File: src/rtl/core/assert_macros.svh
`ifndef ASSERT_MACROS_SVH
`define ASSERT_MACROS_SVH

// concurrent check on clk, switched off while reset is low
`define FKVS_ASSERT_RST(lbl, prop, msg) \
  lbl: assert property (@(posedge clk) disable iff (!rst_n) prop) else $error(msg);

// concurrent check on clk that also holds through reset
`define FKVS_ASSERT_ALWAYS(lbl, prop, msg) \
  lbl: assert property (@(posedge clk) prop) else $error(msg);

`endif

File: src/rtl/core/fkvs_pkg.sv
`timescale 1ns / 1ps

package fkvs_pkg;

  // width of the internal scan address
  localparam int ADDR_BITS = 24;
  // width of the configuration registers and of the address fields on the ports
  localparam int CFG_W     = 24;
  // next-address sum, one bit above the wider of the two
  localparam int SUM_W     = ((ADDR_BITS > CFG_W) ? ADDR_BITS : CFG_W) + 1;
  // entry size in bytes, at most 4 + 256
  localparam int ENT_W     = 9;
  localparam int ID_W      = 8;
  localparam int LEN_W     = 8;
  localparam int KEY_W     = 7;
  localparam int NUM_KEYS  = 1 << KEY_W;
  localparam int DEAD_W    = 24;
  localparam int PADDR_W   = 3;
  localparam int PDATA_W   = 32;
  // paddr bit that selects between the two registers
  localparam int REG_SEL_BIT = 2;

  localparam logic REG_REGION_BASE = 1'b0;
  localparam logic REG_LOG_END     = 1'b1;

  localparam logic [DEAD_W-1:0] DEAD_MAX = '1;

  typedef enum logic [1:0] {
    REQ_START  = 2'd0,
    REQ_RESUME = 2'd1,
    REQ_HEADER = 2'd2
  } req_kind_t;

  typedef enum logic [1:0] {
    ST_READ      = 2'd0,
    ST_FOUND     = 2'd1,
    ST_NOT_FOUND = 2'd2,
    ST_CORRUPT   = 2'd3
  } scan_status_t;

  typedef struct packed {
    logic [1:0]       req_type;
    logic [ID_W-1:0]  target_id;
    logic [LEN_W-1:0] hdr_prev_len;
    logic [LEN_W-1:0] hdr_len;
    logic [ID_W-1:0]  hdr_id;
  } item_t;

  typedef struct packed {
    scan_status_t      status;
    logic [CFG_W-1:0]  read_addr;
    logic [LEN_W-1:0]  entry_len;
    logic [ID_W-1:0]   entry_id;
    logic [DEAD_W-1:0] reclaimable;
    logic [KEY_W-1:0]  top_key;
    logic              orphan_keys;
  } result_t;

  typedef struct packed {
    logic [CFG_W-1:0] region_base;
    logic [CFG_W-1:0] log_end;
  } cfg_t;

  // header word plus payload padded to a whole word
  function automatic logic [ENT_W-1:0] entry_bytes(input logic [LEN_W-1:0] len);
    logic [ENT_W-1:0] padded;
    padded = ENT_W'(len) + ENT_W'(3);
    return {padded[ENT_W-1:2], 2'b00} + ENT_W'(4);
  endfunction

endpackage

File: src/rtl/core/flash_kv_log_header_scanner_top.sv
`timescale 1ns / 1ps
// channel  | direction | handshake             | payload
// in_      | input     | in_tvalid/in_tready   | tuser req_type, tdata header fields
// out_     | output    | out_tvalid/out_tready | tuser status, tdata scan result
// cfg_     | input     | psel/penable/pwrite   | region_base at 0x0, log_end at 0x4
//
// one request per cycle while out_tready keeps the result register free; the
// state update is one combinational loop; items pass input, then result register
// reset is synchronous on rst_n low and clears all scan state and both valid flags
// a stalled result holds in the result register while the next request waits
// in the input register; a request that yields no result still frees its slot
`include "assert_macros.svh"

module flash_kv_log_header_scanner_top
  import fkvs_pkg::*;
(
  input  logic               clk,
  input  logic               rst_n,
  // input transfer
  input  logic               in_tvalid,
  output logic               in_tready,
  input  logic [31:0]        in_tdata,  // target_id, hdr_prev_len, hdr_len, hdr_id
  input  logic [1:0]         in_tuser,  // req_type
  // result transfer
  output logic               out_tvalid,
  input  logic               out_tready,
  // read_addr, entry_len, entry_id, reclaimable, top_key, orphan_keys
  output logic [71:0]        out_tdata,
  output logic [1:0]         out_tuser, // status
  // configuration
  input  logic               cfg_psel,
  input  logic               cfg_penable,
  input  logic               cfg_pwrite,
  input  logic [PADDR_W-1:0] cfg_paddr,
  input  logic [PDATA_W-1:0] cfg_pwdata,
  output logic [PDATA_W-1:0] cfg_prdata,
  output logic               cfg_pready
);

  cfg_t    cfg;
  logic    item_valid;
  item_t   item;
  logic    item_take;
  logic    res_valid;
  result_t res;
  logic    is_corrupt;
  logic    is_not_found;
  logic    is_found;
  logic    at_log_end;
  logic    entry_clear;

  fkvs_cfg_regs u_cfg (
    .clk         (clk),
    .rst_n       (rst_n),
    .cfg_psel    (cfg_psel),
    .cfg_penable (cfg_penable),
    .cfg_pwrite  (cfg_pwrite),
    .cfg_paddr   (cfg_paddr),
    .cfg_pwdata  (cfg_pwdata),
    .cfg_prdata  (cfg_prdata),
    .cfg_pready  (cfg_pready),
    .cfg         (cfg)
  );

  fkvs_in_reg u_in (
    .clk        (clk),
    .rst_n      (rst_n),
    .in_tvalid  (in_tvalid),
    .in_tready  (in_tready),
    .in_tdata   (in_tdata),
    .in_tuser   (in_tuser),
    .item_valid (item_valid),
    .item       (item),
    .item_take  (item_take)
  );

  fkvs_scan_core u_core (
    .clk        (clk),
    .rst_n      (rst_n),
    .cfg        (cfg),
    .item_valid (item_valid),
    .item       (item),
    .item_take  (item_take),
    .res_valid  (res_valid),
    .res        (res),
    .res_ready  (out_tready)
  );

  // result packing, lowest field first
  assign out_tvalid = res_valid;
  assign out_tuser  = res.status;
  assign out_tdata  = {res.orphan_keys, res.top_key, res.reclaimable,
                       res.entry_id, res.entry_len, res.read_addr};

  // terms for the checks
  assign is_corrupt   = out_tvalid && (out_tuser == ST_CORRUPT);
  assign is_not_found = out_tvalid && (out_tuser == ST_NOT_FOUND);
  assign is_found     = out_tvalid && (out_tuser == ST_FOUND);
  assign at_log_end   = (res.read_addr == cfg.log_end);
  assign entry_clear  = (res.entry_len == '0) && (res.entry_id == '0);

  // checks
  `FKVS_ASSERT_ALWAYS(a_reset_clears_out, !rst_n |=> !out_tvalid, "result valid after reset")
  `FKVS_ASSERT_RST(a_corrupt_at_end, is_corrupt |-> at_log_end, "corrupt result off log end")
  `FKVS_ASSERT_RST(a_not_found_clear, is_not_found |-> entry_clear, "not found with an entry")
  `FKVS_ASSERT_RST(a_found_has_id, is_found |-> res.entry_id != '0, "found result with zero id")

endmodule

File: src/rtl/core/fkvs_cfg_regs.sv
`timescale 1ns / 1ps

module fkvs_cfg_regs
  import fkvs_pkg::*;
(
  input  logic               clk,
  input  logic               rst_n,
  input  logic               cfg_psel,
  input  logic               cfg_penable,
  input  logic               cfg_pwrite,
  input  logic [PADDR_W-1:0] cfg_paddr,
  input  logic [PDATA_W-1:0] cfg_pwdata,
  output logic [PDATA_W-1:0] cfg_prdata,
  output logic               cfg_pready,
  output cfg_t               cfg
);

  cfg_t cfg_r, cfg_nxt;
  logic wr_en;

  assign cfg_pready = 1'b1;
  assign wr_en      = cfg_psel && cfg_penable && cfg_pwrite && cfg_pready;

  // register write on the access phase
  always_comb begin
    cfg_nxt = cfg_r;
    if (wr_en) begin
      unique case (cfg_paddr[REG_SEL_BIT])
        REG_REGION_BASE: cfg_nxt.region_base = cfg_pwdata[CFG_W-1:0];
        REG_LOG_END:     cfg_nxt.log_end     = cfg_pwdata[CFG_W-1:0];
        default:         cfg_nxt             = cfg_r;
      endcase
    end
  end

  always_ff @(posedge clk) begin
    if (!rst_n) begin
      cfg_r <= '0;
    end else begin
      cfg_r <= cfg_nxt;
    end
  end

  // read mux
  always_comb begin
    unique case (cfg_paddr[REG_SEL_BIT])
      REG_REGION_BASE: cfg_prdata = PDATA_W'(cfg_r.region_base);
      REG_LOG_END:     cfg_prdata = PDATA_W'(cfg_r.log_end);
      default:         cfg_prdata = '0;
    endcase
  end

  assign cfg = cfg_r;

endmodule

File: src/rtl/core/fkvs_in_reg.sv
`timescale 1ns / 1ps

module fkvs_in_reg
  import fkvs_pkg::*;
(
  input  logic        clk,
  input  logic        rst_n,
  input  logic        in_tvalid,
  output logic        in_tready,
  input  logic [31:0] in_tdata,
  input  logic [1:0]  in_tuser,
  output logic        item_valid,
  output item_t       item,
  input  logic        item_take
);

  logic  valid_r, valid_nxt;
  item_t item_r;
  logic  load;

  // stage is free when empty or when the core takes its item this cycle
  assign in_tready = !valid_r || item_take;
  assign load      = in_tvalid && in_tready;

  always_comb begin
    valid_nxt = valid_r;
    if (load) begin
      valid_nxt = 1'b1;
    end else if (item_take) begin
      valid_nxt = 1'b0;
    end
  end

  always_ff @(posedge clk) begin
    if (!rst_n) begin
      valid_r <= 1'b0;
    end else begin
      valid_r <= valid_nxt;
    end
  end

  // payload capture
  always_ff @(posedge clk) begin
    if (load) begin
      item_r.req_type     <= in_tuser;
      item_r.target_id    <= in_tdata[7:0];
      item_r.hdr_prev_len <= in_tdata[15:8];
      item_r.hdr_len      <= in_tdata[23:16];
      item_r.hdr_id       <= in_tdata[31:24];
    end
  end

  assign item_valid = valid_r;
  assign item       = item_r;

endmodule

File: src/rtl/core/fkvs_scan_core.sv
`timescale 1ns / 1ps

module fkvs_scan_core
  import fkvs_pkg::*;
(
  input  logic    clk,
  input  logic    rst_n,
  input  cfg_t    cfg,
  input  logic    item_valid,
  input  item_t   item,
  output logic    item_take,
  output logic    res_valid,
  output result_t res,
  input  logic    res_ready
);

  logic [ADDR_BITS-1:0] scan_addr_r, scan_addr_nxt;
  logic [LEN_W-1:0]     cur_len_r, cur_len_nxt;
  logic [ID_W-1:0]      cur_id_r, cur_id_nxt;
  logic [ID_W-1:0]      seek_id_r, seek_id_nxt;
  logic [NUM_KEYS-1:0]  key_map_r, key_map_nxt;
  logic [DEAD_W-1:0]    dead_r, dead_nxt;
  logic [KEY_W-1:0]     top_key_r, top_key_nxt;
  logic                 waiting_r, waiting_nxt;
  logic                 res_valid_r, res_valid_nxt;
  result_t              res_r;

  logic                 emit;
  logic                 do_adv;
  scan_status_t         status;
  logic [SUM_W-1:0]     next_sum;
  logic [DEAD_W:0]      dead_sum;
  logic [ADDR_BITS-1:0] adv_base;

  // one item per cycle while the result register is free or being drained
  assign item_take = item_valid && (!res_valid_r || res_ready);

  // state update for one request
  always_comb begin
    scan_addr_nxt = scan_addr_r;
    cur_len_nxt   = cur_len_r;
    cur_id_nxt    = cur_id_r;
    seek_id_nxt   = seek_id_r;
    key_map_nxt   = key_map_r;
    dead_nxt      = dead_r;
    top_key_nxt   = top_key_r;
    waiting_nxt   = waiting_r;
    emit          = 1'b0;
    do_adv        = 1'b0;
    status        = ST_READ;
    dead_sum      = '0;
    if (item_take) begin
      unique case (req_kind_t'(item.req_type))
        REQ_START: begin
          scan_addr_nxt = ADDR_BITS'(cfg.region_base);
          cur_len_nxt   = '0;
          cur_id_nxt    = '0;
          key_map_nxt   = '0;
          dead_nxt      = '0;
          top_key_nxt   = '0;
          waiting_nxt   = 1'b0;
          seek_id_nxt   = item.target_id;
          do_adv        = 1'b1;
        end
        REQ_RESUME: begin
          seek_id_nxt = item.target_id;
          if (waiting_r) begin
            // ask again for the outstanding header
            emit   = 1'b1;
            status = ST_READ;
          end else begin
            do_adv = 1'b1;
          end
        end
        REQ_HEADER: begin
          if (waiting_r) begin
            waiting_nxt = 1'b0;
            cur_len_nxt = item.hdr_len;
            cur_id_nxt  = item.hdr_id;
            if (item.hdr_prev_len != cur_len_r) begin
              // broken back link
              scan_addr_nxt = ADDR_BITS'(cfg.log_end);
              emit          = 1'b1;
              status        = ST_CORRUPT;
            end else if (item.hdr_id != '0) begin
              if (!item.hdr_id[ID_W-1]) begin
                // key definition
                if (item.hdr_id[KEY_W-1:0] > top_key_r) begin
                  top_key_nxt = item.hdr_id[KEY_W-1:0];
                end
                key_map_nxt[item.hdr_id[KEY_W-1:0]] = 1'b1;
                if (seek_id_r == '0) begin
                  seek_id_nxt = item.hdr_id;
                end
              end else begin
                // value entry
                key_map_nxt[item.hdr_id[KEY_W-1:0]] = 1'b0;
              end
              if (item.hdr_id == seek_id_nxt) begin
                emit   = 1'b1;
                status = ST_FOUND;
              end else begin
                do_adv = 1'b1;
              end
            end else begin
              // deleted entry, saturating byte count
              dead_sum = (DEAD_W + 1)'(dead_r) + (DEAD_W + 1)'(entry_bytes(item.hdr_len));
              dead_nxt = dead_sum[DEAD_W] ? DEAD_MAX : dead_sum[DEAD_W-1:0];
              do_adv   = 1'b1;
            end
          end
        end
        default: begin
        end
      endcase
    end
    // step to the next header or stop at the end of the log
    adv_base = scan_addr_nxt;
    next_sum = SUM_W'(adv_base) + SUM_W'(entry_bytes(cur_len_nxt));
    if (do_adv) begin
      emit = 1'b1;
      if (next_sum < SUM_W'(cfg.log_end)) begin
        scan_addr_nxt = next_sum[ADDR_BITS-1:0];
        waiting_nxt   = 1'b1;
        status        = ST_READ;
      end else begin
        cur_len_nxt = '0;
        cur_id_nxt  = '0;
        waiting_nxt = 1'b0;
        status      = ST_NOT_FOUND;
      end
    end
  end

  always_ff @(posedge clk) begin
    if (!rst_n) begin
      scan_addr_r <= '0;
      cur_len_r   <= '0;
      cur_id_r    <= '0;
      seek_id_r   <= '0;
      key_map_r   <= '0;
      dead_r      <= '0;
      top_key_r   <= '0;
      waiting_r   <= 1'b0;
    end else begin
      scan_addr_r <= scan_addr_nxt;
      cur_len_r   <= cur_len_nxt;
      cur_id_r    <= cur_id_nxt;
      seek_id_r   <= seek_id_nxt;
      key_map_r   <= key_map_nxt;
      dead_r      <= dead_nxt;
      top_key_r   <= top_key_nxt;
      waiting_r   <= waiting_nxt;
    end
  end

  // result register
  always_comb begin
    res_valid_nxt = res_valid_r;
    if (item_take && emit) begin
      res_valid_nxt = 1'b1;
    end else if (res_ready) begin
      res_valid_nxt = 1'b0;
    end
  end

  always_ff @(posedge clk) begin
    if (!rst_n) begin
      res_valid_r <= 1'b0;
    end else begin
      res_valid_r <= res_valid_nxt;
    end
  end

  always_ff @(posedge clk) begin
    if (item_take && emit) begin
      res_r.status      <= status;
      res_r.read_addr   <= CFG_W'(scan_addr_nxt);
      res_r.entry_len   <= cur_len_nxt;
      res_r.entry_id    <= cur_id_nxt;
      res_r.reclaimable <= dead_nxt;
      res_r.top_key     <= top_key_nxt;
      res_r.orphan_keys <= |key_map_nxt;
    end
  end

  assign res_valid = res_valid_r;
  assign res       = res_r;

endmodule

File: config.mk
export PLATFORM = sky130hd
export DESIGN_NAME = flash_kv_log_header_scanner_top
export DESIGN_NICKNAME = d
export VERILOG_FILES = /design/src/rtl/core/fkvs_pkg.sv /design/src/rtl/core/flash_kv_log_header_scanner_top.sv /design/src/rtl/core/fkvs_cfg_regs.sv /design/src/rtl/core/fkvs_in_reg.sv /design/src/rtl/core/fkvs_scan_core.sv
export VERILOG_INCLUDE_DIRS = /design/src /design/src/rtl/core
export SDC_FILE = /design/constraint.sdc
export NUM_CORES = 1
export LEC_CHECK = 0
export BUFFER_PORTS_ARGS = -buffer_cell sky130_fd_sc_hd__buf_2
export CORE_UTILIZATION = 25
export CTS_BUF_LIST = sky130_fd_sc_hd__clkbuf_2
export CTS_CLUSTER_SIZE = 30
export DETAILED_ROUTE_END_ITERATION = 6
export GPL_TIMING_DRIVEN = 0
export PLACE_DENSITY = 0.43
export SLEW_MARGIN = 20
export SYNTH_ARGS = -nofsm -noshare
export SYNTH_HDL_FRONTEND = slang
export SYNTH_SLANG_ARGS = --single-unit
export TNS_END_PERCENT = 50
File: constraint.sdc
create_clock -name clk -period 10.9 [get_ports clk]
set_input_delay 3.27 -clock clk [delete_from_list [all_inputs] [get_ports clk]]
set_output_delay 3.27 -clock clk [all_outputs]
set_load 0.02 [all_outputs]
==> metrics.md, run 1 <==
| Metric | Value |
|---|---|
| Status | complete, but fails checks |
| Failing checks | DRC |
| Layout Nets | 2487 |
| Synth Warn # | 0 |
| Most used DFF post-synth | dfxtp_1 |
| Layout Cells excl Fill | between 3000 and 4000 |
| Worst Path Buf+Inv | 4 |
| Critical Path Sink Type | register |
| Commonest cells post-synth | dfxtp_1, nand2_1, nor2_1 |
| RSZ-0062 raised after global routing | false |
| Mapped Cells | 2080 |
| Synth area leaders | dfxtp_1, edfxtp_1, nand2_1, and2_1, o21ai_0 |
| Mapped cell area | 18700 sq um |
| Most frequent cell after synthesis | dfxtp_1 |
| H-tree levels | 3 |
| Top Family by Delay on Critical Path | compound AO/OA/AOI/OAI gates |
| DRC | 17 |
| Critical Path End | u_core.res[65] |
| Crit Path Max Fanout | 10 |
| Die area | roughly 76000 sq um |
| Slowest cell on crit path | a2111oi_1 |
| Post_cts resized | 0 |
| Total gr overflow | 0 |
| Setup Buffers After CTS | 0 |
| Final period utilization | 95.37% |
| Pin count of the biggest net entering global routing | 50 |
| Final Hold Viols | 0 |
| Vias in the first global route | about 17000 |
| Leak | approximately 8 nW |
| Worst slew pin tran | about 1.2 ns |
| CP most frequent cell | xor2_1 |
| Average vias per placed instance | roughly 5.3 |
| Core area | ~73000 sq um |
| Max Cap Violations | 0 |
| Dpl hpwl | 62.48 mm |
| Initial antenna violation count | 4 |
| Worst R2R Setup Slack | 1.89 ns |
| Minimum clock period | about 10 ns |
| CTS clk-pin slew, worst paths | ~0.10 ns |
| # clock sinks | between 300 and 400 |
| First-pass GRT wire length | approximately 120 mm |
| Startpoint Class | input pin |
| Synth area leader | dfxtp_1 |
| CP Depth | 31 |
| Die width | approximately 280 um |
| Placed Cells | between 3000 and 4000 |
| CP Class | input pin to register |
| Critical path data required time | between 10 and 15 ns |
| GPL Wtd Cong | around 0.97 |
| Max incr delay on CP | about 0.7 ns |
| Reg2reg start | u_in.item[32] |
| Via count | 17930 |
| Hold Crit Class | register to register |
| Reg2reg end | u_core.res[65] |
| Die Y-Extent | between 200 and 300 um |
| Layout Skew | 0.1131 ns |
| Synth unique cells | 93 |
| Clock Tree Buf Depth | 3 |
| DRT Pass-1 Iters | 7 |
| Clock buffer count from CTS | 100 |
| Fraction of layout cells with a size suffix above 1 | 18.29% |
| Fill cells | approximately 8000 |
| DRT iter0 DRCs | approximately 1700 |
| CP arrival | around 11 ns |
| Clock Latency Late Sink | between 1 and 1.5 ns |
| PD cells | ~130 nW/um^2 |
| Peak Freq | around 0.096 GHz |
| Number of synthesized flops with an enable pin | about 110 |
| Minimum setup slack after placement | -0.8982 ns |
| DRT antenna net count | 0 |
| Endpoints failing setup | 0 |
| Input/output buffers | approximately 170 |
| CTS Hold Bufs | 0 |
| Max Slew Vio Count | 0 |
| Starting Density | between 20% and 30% |
| IO Count | 185 |
| Worst setup path start | out_tready |
| Reg2reg path depth | 32 |
| Post-synth ARST share | 0% |
| Post-synthesis sequential area ratio | between 40% and 50% |
| CTS tree | done |
| Top cell type's share of synthesized area | between 20 and 30% |
| Yosys reg bits | between 300 and 400 |
| Syn avg cell area | approximately 9.0 sq um |
| Final worst-path setup slack | just over 0.5 ns |
| DR WL/cell | 24.71 um |
| GRT Total Usage | between 20% and 30% |
| Rel. slew slack | between 15 and 20% |
| Peak VDD IR | ~53 uV |
| Area grow syn2layout | 16.96% |
| CTS root buf | clkbuf_2 |
| Num rows | around 100 |
| Fin Hold WS | around 0.46 ns |
| Detailed Route WL | approximately 84 mm |
-- per-stage QoR --
step	util, %	power, mW	area, sq um	setup TNS (ns)
finish	29.77	2.788	21870	0
global route	29.76	2.918	21860	0
CTS	29.74	2.827	21840	0
detailed placement	28.38	1.718	20850	-34.41
global placement	28.25	1.715	20750	-37.33
floorplan	-	1.597	18720	0
-- sequential cells by signal, summed over array words and instances, names as in the netlist --
name                cells
u_in.item_valid         1
u_core.cur_id_r         8
u_core.seek_id_r        8
u_cfg.cfg              48
u_core.res_valid        1
u_core.key_map_r      128
u_in.item              34
u_core.dead_r          24
u_core.res             74
u_core.waiting_r        1
u_core.cur_len_r        8
u_core.scan_addr_r     24
u_core.top_key_r        7
-- power breakdown --
| group | internal (mW) | switching [mW] |
|---|---|---|
| logic | 0.0667 | 0.186 |
| clock network | 0.463 | 0.634 |
| registers | 1.42 | 0.0191 |
-- final cells by class --
| cell class | instances | area, sq um | share of cell area [%] |
|---|---|---|---|
| Clock buffer | 162 | 810.8 | 3.708 |
| Timing Repair Buffer | 169 | 893.4 | 4.085 |
| Buffer | 137 | 618.1 | 2.827 |
| Antenna cell | 4 | 10.01 | 0.04577 |
| Clock inverter | 26 | 186.4 | 0.8526 |
| Tap cell | 959 | 1200 | 5.487 |
| Inverter | 64 | 240.2 | 1.099 |
| Multi-Input combinational cell | 1520 | 9500 | 43.45 |
| Sequential cell | 366 | 8408 | 38.45 |
-- per-layer routing --
layer / vias up / track usage [%] / share of wire (%)
met5: - / 0 / 0.017
met4: 2 / 9.828 / 4.0
met3: 182 / 4.550 / 6.9
met2: 755 / 34.55 / 45
met1: 8805 / 28.61 / 44
li1: 8185 / - / -
-- cells in the final DEF (no fill, tap or decap), types with 10 or more instances in the layout --
cell / Yosys / final
dfxtp_1: 258 / 258
nand2_1: 233 / 233
buf_2: 7 / 173
clkbuf_2: 0 / 163
nor2_1: 152 / 152
o21ai_0: 142 / 140
a21oi_1: 129 / 129
and2_1: 129 / 128
edfxtp_1: 108 / 108
clkbuf_1: 102 / 101
nand3_1: 70 / 70
nor3_1: 67 / 65
inv_1: 62 / 62
ha_1: 51 / 51
nor4_1: 35 / 35
o311ai_0: 31 / 31
xnor2_1: 30 / 30
nand4_1: 27 / 27
mux2i_1: 26 / 26
mux2_2: 26 / 26
xor2_1: 23 / 23
a31oi_1: 23 / 22
o21a_1: 22 / 22
clkinv_1: 0 / 21
buf_4: 15 / 16
o211ai_1: 15 / 15
a21o_1: 15 / 15
a22oi_1: 13 / 13
nor2b_1: 12 / 12
a32oi_1: 12 / 12
o31ai_1: 12 / 12
nand2b_1: 11 / 11
a211oi_1: 11 / 11
or2_2: 11 / 11
a22o_1: 10 / 10
or3_1: 10 / 10
-- worst reg2reg max path, delay by kind of cell (launching register included) --
kind / cells / cell delay [ns]
adders and majority gates: 4 / 1.25
DFF: 1 / 0.55
and+or+nand+nor: 9 / 2.30
buffers and inverters: 4 / 1.03
xor gates and xnor gates: 5 / 0.86
AOI/OAI and AO/OA: 10 / 2.73
-- cell families (layout without fill, tap and decap cells) --
group | count (synthesis) | in the layout | synth area share (%)
flops | 366 | 366 | 44.97
fa+ha+maj | 53 | 53 | 3.627
xor+xnor | 53 | 53 | 2.483
mux | 56 | 56 | 3.279
simple gates | 822 | 822 | 22.36
buf+inv | 201 | 558 | 4.584
other cells | 2 | 13 | 0.04017
compound gates | 527 | 527 | 18.65
-- worst min path at each step --
stage	startpoint	end	slack, ns	cells after the start
global placement	u_cfg.cfg[38]	u_cfg.cfg[38]	0.45	2
finish	u_cfg.cfg[37]	u_cfg.cfg[37]	0.46	2
CTS	u_cfg.cfg[37]	u_cfg.cfg[37]	0.46	2
global route	u_cfg.cfg[37]	u_cfg.cfg[37]	0.50	2
floorplan	u_cfg.cfg[37]	u_cfg.cfg[37]	0.44	2
detailed placement	u_cfg.cfg[37]	u_cfg.cfg[37]	0.45	2
No activity file was read; power rests on OpenSTA's default activity.
==> run 2: changes to the inputs <==
--- a/config.mk
+++ b/config.mk
@@ -7,12 +7,14 @@
 export NUM_CORES = 1
 export LEC_CHECK = 0
 export BUFFER_PORTS_ARGS = -buffer_cell sky130_fd_sc_hd__buf_2
+export CELL_PAD_IN_SITES_DETAIL_PLACEMENT = 2
+export CELL_PAD_IN_SITES_GLOBAL_PLACEMENT = 2
 export CORE_UTILIZATION = 25
 export CTS_BUF_LIST = sky130_fd_sc_hd__clkbuf_2
 export CTS_CLUSTER_SIZE = 30
 export DETAILED_ROUTE_END_ITERATION = 6
 export GPL_TIMING_DRIVEN = 0
-export PLACE_DENSITY = 0.43
+export PLACE_DENSITY_LB_ADDON = 0.1
 export SLEW_MARGIN = 20
 export SYNTH_ARGS = -nofsm -noshare
 export SYNTH_HDL_FRONTEND = slang
==> run 2 against run 1 <==
  * The flow now finishes without violations
  * Sequential power hardly changed
  * Clock-buffer cell count is 4 lower
  * Maximum frequency is 0.31% lower
  * Global-route usage is 2.5 points higher
  * Setup slack worse by 0.032 ns
  * Combinational power is 3% higher
  * Clock power hardly changed
  * Sequential share of layout area hardly changed
  * Final area hardly changed
  * Register-to-register slack worse by 0.07 ns
  * Core utilization hardly changed
  * Non-clock buffer count is 1 higher
  * Critical endpoint unchanged
  * Highest routed layer unchanged
==> metrics.md, run 2 (synthesized netlist as in run 1, its figures left out) <==
| Metric | Value |
|---|---|
| Fraction of layout cells with a size suffix above 1 | 18.25% (-0.038 points) |
| Average vias per placed instance | 5.270 (+0.14%) |
| Most flops, register | u_core.key_map_r |
| Peak VDD IR | 50.41 uV (-5.8%) |
| Slowest cell on crit path | a2111oi_1 |
| Die area | 75880 sq um (unchanged) |
| Largest register FFs | 128 (unchanged) |
| Minimum setup slack after placement | -1.005 ns (-0.1069 ns) |
| Die width | 275.5 um (unchanged) |
| CP Class | input pin to register |
| Starting Density | 25.45% (unchanged) |
| RSZ-0062 raised after global routing | false |
| Final worst-path setup slack | 0.4730 ns (-0.03189 ns) |
| Layout Skew | 0.09447 ns (-0.01866 ns) |
| CP most frequent cell | xor2_1 |
| DRT Pass-1 Iters | 7 (unchanged) |
| Pin count of the biggest net entering global routing | 56 (+12%) |
| Fill cells | 8424 (+5.8%) |
| DRC | 0 (-17) |
| Core area | 73450 sq um (unchanged) |
| Via count | 18020 (+0.52%) |
| Placed Cells | 3216 (+0.031%) |
| GR Util met1 | 31.23% (+2.6 points) |
| Worst slew pin tran | 1.199 ns (-0.03215 ns) |
| Dpl hpwl | 69.55 mm (+11%) |
| Input/output buffers | 165 (unchanged) |
| Num rows | 99 (unchanged) |
| Final Hold Viols | 0 (unchanged) |
| Initial antenna violation count | 5 (+1) |
| Critical path data required time | 11.76 ns (+0.08 ns) |
| Hold Crit Class | register to register |
| Reg2reg path depth | 32 (unchanged) |
| Endpoints failing setup | 0 (unchanged) |
| Post-route setup TNS | 0 ns (unchanged) |
| IO Count | 185 (unchanged) |
| Worst R2R Setup Slack | 1.82 ns (-0.07 ns) |
| DRT iter0 DRCs | 1079 (-36%) |
| Clock buffer count from CTS | 111 (+11%) |
| Status | complete, no violations |
| Fin Hold WS | 0.4682 ns (+0.005925 ns) |
| Hold Path Stages | 2 (unchanged) |
| DR WL/cell | 27.18 um (+10%) |
| Max Cap Violations | 0 (unchanged) |
| PD cells | 127.6 nW/um^2 (+0.11%) |
| Die Y-Extent | 275.5 um (unchanged) |
| Minimum clock period | 10.43 ns (+0.03189 ns) |
| CP arrival | 11.29 ns (+0.11 ns) |
| First-pass GRT wire length | 134.2 mm (+12%) |
| M2 GR Usage | 40.85% (+6.3 points) |
| Most frequent cells in the layout | dfxtp_1, nand2_1, buf_2 |
| Layout Nets | 2499 (+0.48%) |
| Rel. slew slack | 19.66% (+2.6 points) |
| Detailed Route WL | 92.97 mm (+10%) |
| Leak | 8.146 nW (about the same) |
| Peak Freq | 0.09590 GHz (-0.31%) |
| Startpoint Class | input pin |
| Total gr overflow | 0 (unchanged) |
| CTS root buf | clkbuf_2 |
| CTS clk-pin slew, worst paths | 0.10 ns (about the same) |
| Crit Path Max Fanout | 10 (unchanged) |
| # clock sinks | 366 (unchanged) |
| Setup Buffers After CTS | 0 (unchanged) |
| Layout Cells excl Fill | 3420 (+0.38%) |
| Clock Tree Buf Depth | 3 (unchanged) |
| Clock Latency Late Sink | 1.22 ns (+0.07 ns) |
| H-tree levels | 3 (unchanged) |
| GPL Wtd Cong | 0.9430 (-2.4%) |
| CTS tree | done |
| GR Layer Usage met3 | 3.602% (-0.95 points) |
| Critical Path Sink Type | register |
| Final period utilization | 95.66% (+0.29 points) |
| GRT Total Usage | 24.41% (+2.5 points) |
| Max incr delay on CP | 0.75 ns (+0.05 ns) |
| Max Slew Vio Count | 0 (unchanged) |
| Area grow syn2layout | 16.92% (about the same) |
| Vias in the first global route | 19530 (+12%) |
| Layer with the highest usage | met2 |
| DRT antenna net count | 0 (unchanged) |
| Most common cell after layout, fill and taps aside | dfxtp_1 |
[run 2: changes by cell type in the layout (fill, tap and decap cells not counted), sizes merged]
cell      delta
buf          +1
bufinv       -3
clkbuf       -4
clkinv      +19
clkinvlp     +2
diode        -3
inv          +1
[run 2: per-stage QoR]
stage	instance area (sq um)	util [%]	power, mW
5_1_grt	21860	29.76	2.932
2_1_floorplan	18720	-	1.597
3_5_place_dp	20870	28.41	1.727
4_1_cts	21850	29.75	2.851
3_3_place_gp	20750	28.25	1.721
6_report	21860	29.76	2.790
[run 2: power breakdown]
group	leakage, nW	switching (mW)	internal [mW]	total (mW)
combinational	4.32	0.193	0.0670	0.260
sequential	3.08	0.0168	1.42	1.44
clock	0.741	0.697	0.398	1.09
total	8.15	0.906	1.88	2.79
[run 2: per-layer routing]
| metal | share of wire (%) | up-vias |
|---|---|---|
| li1 | - | 8196 |
| met1 | 44 | 9131 |
| met2 | 48 | 507 |
| met3 | 4.6 | 185 |
| met4 | 3.6 | 4 |
| met5 | 0.032 | - |
[run 2: final timing paths]
| check | end | start |
|---|---|---|
| worst min-delay path | u_cfg.cfg[37] | u_cfg.cfg[37] |
| worst min register to register | u_cfg.cfg[37] | u_cfg.cfg[37] |
| worst max register to register | u_core.res[65] | u_in.item[32] |
| worst max-delay path | u_core.res[65] | out_tready |
[run 2: worst max-delay path, delay by kind of cell]
family	cells	cell delay, ns
compound gates	10	2.80
buf+inv	4	1.08
fa+ha+maj	3	0.88
xor+xnor	5	0.87
simple gates	9	2.35
[run 2: what timing repair did]
action,in CTS,in global routing
setup endpoints to repair,0,34
gates resized for setup,0,3
endpoints found under the hold margin,0,0
hold buffers,0,0
[run 2: cell type report]
class,count,area (sq um),area share (%)
Buffer,137,619.3,2.833
Multi-Input combinational cell,1520,9500,43.46
Timing Repair Buffer,170,903.4,4.133
Clock buffer,158,790.8,3.617
Sequential cell,366,8408,38.46
Clock inverter,45,195.2,0.8929
Inverter,64,240.2,1.099
Tap cell,959,1200,5.489
Antenna cell,1,2.502,0.01145
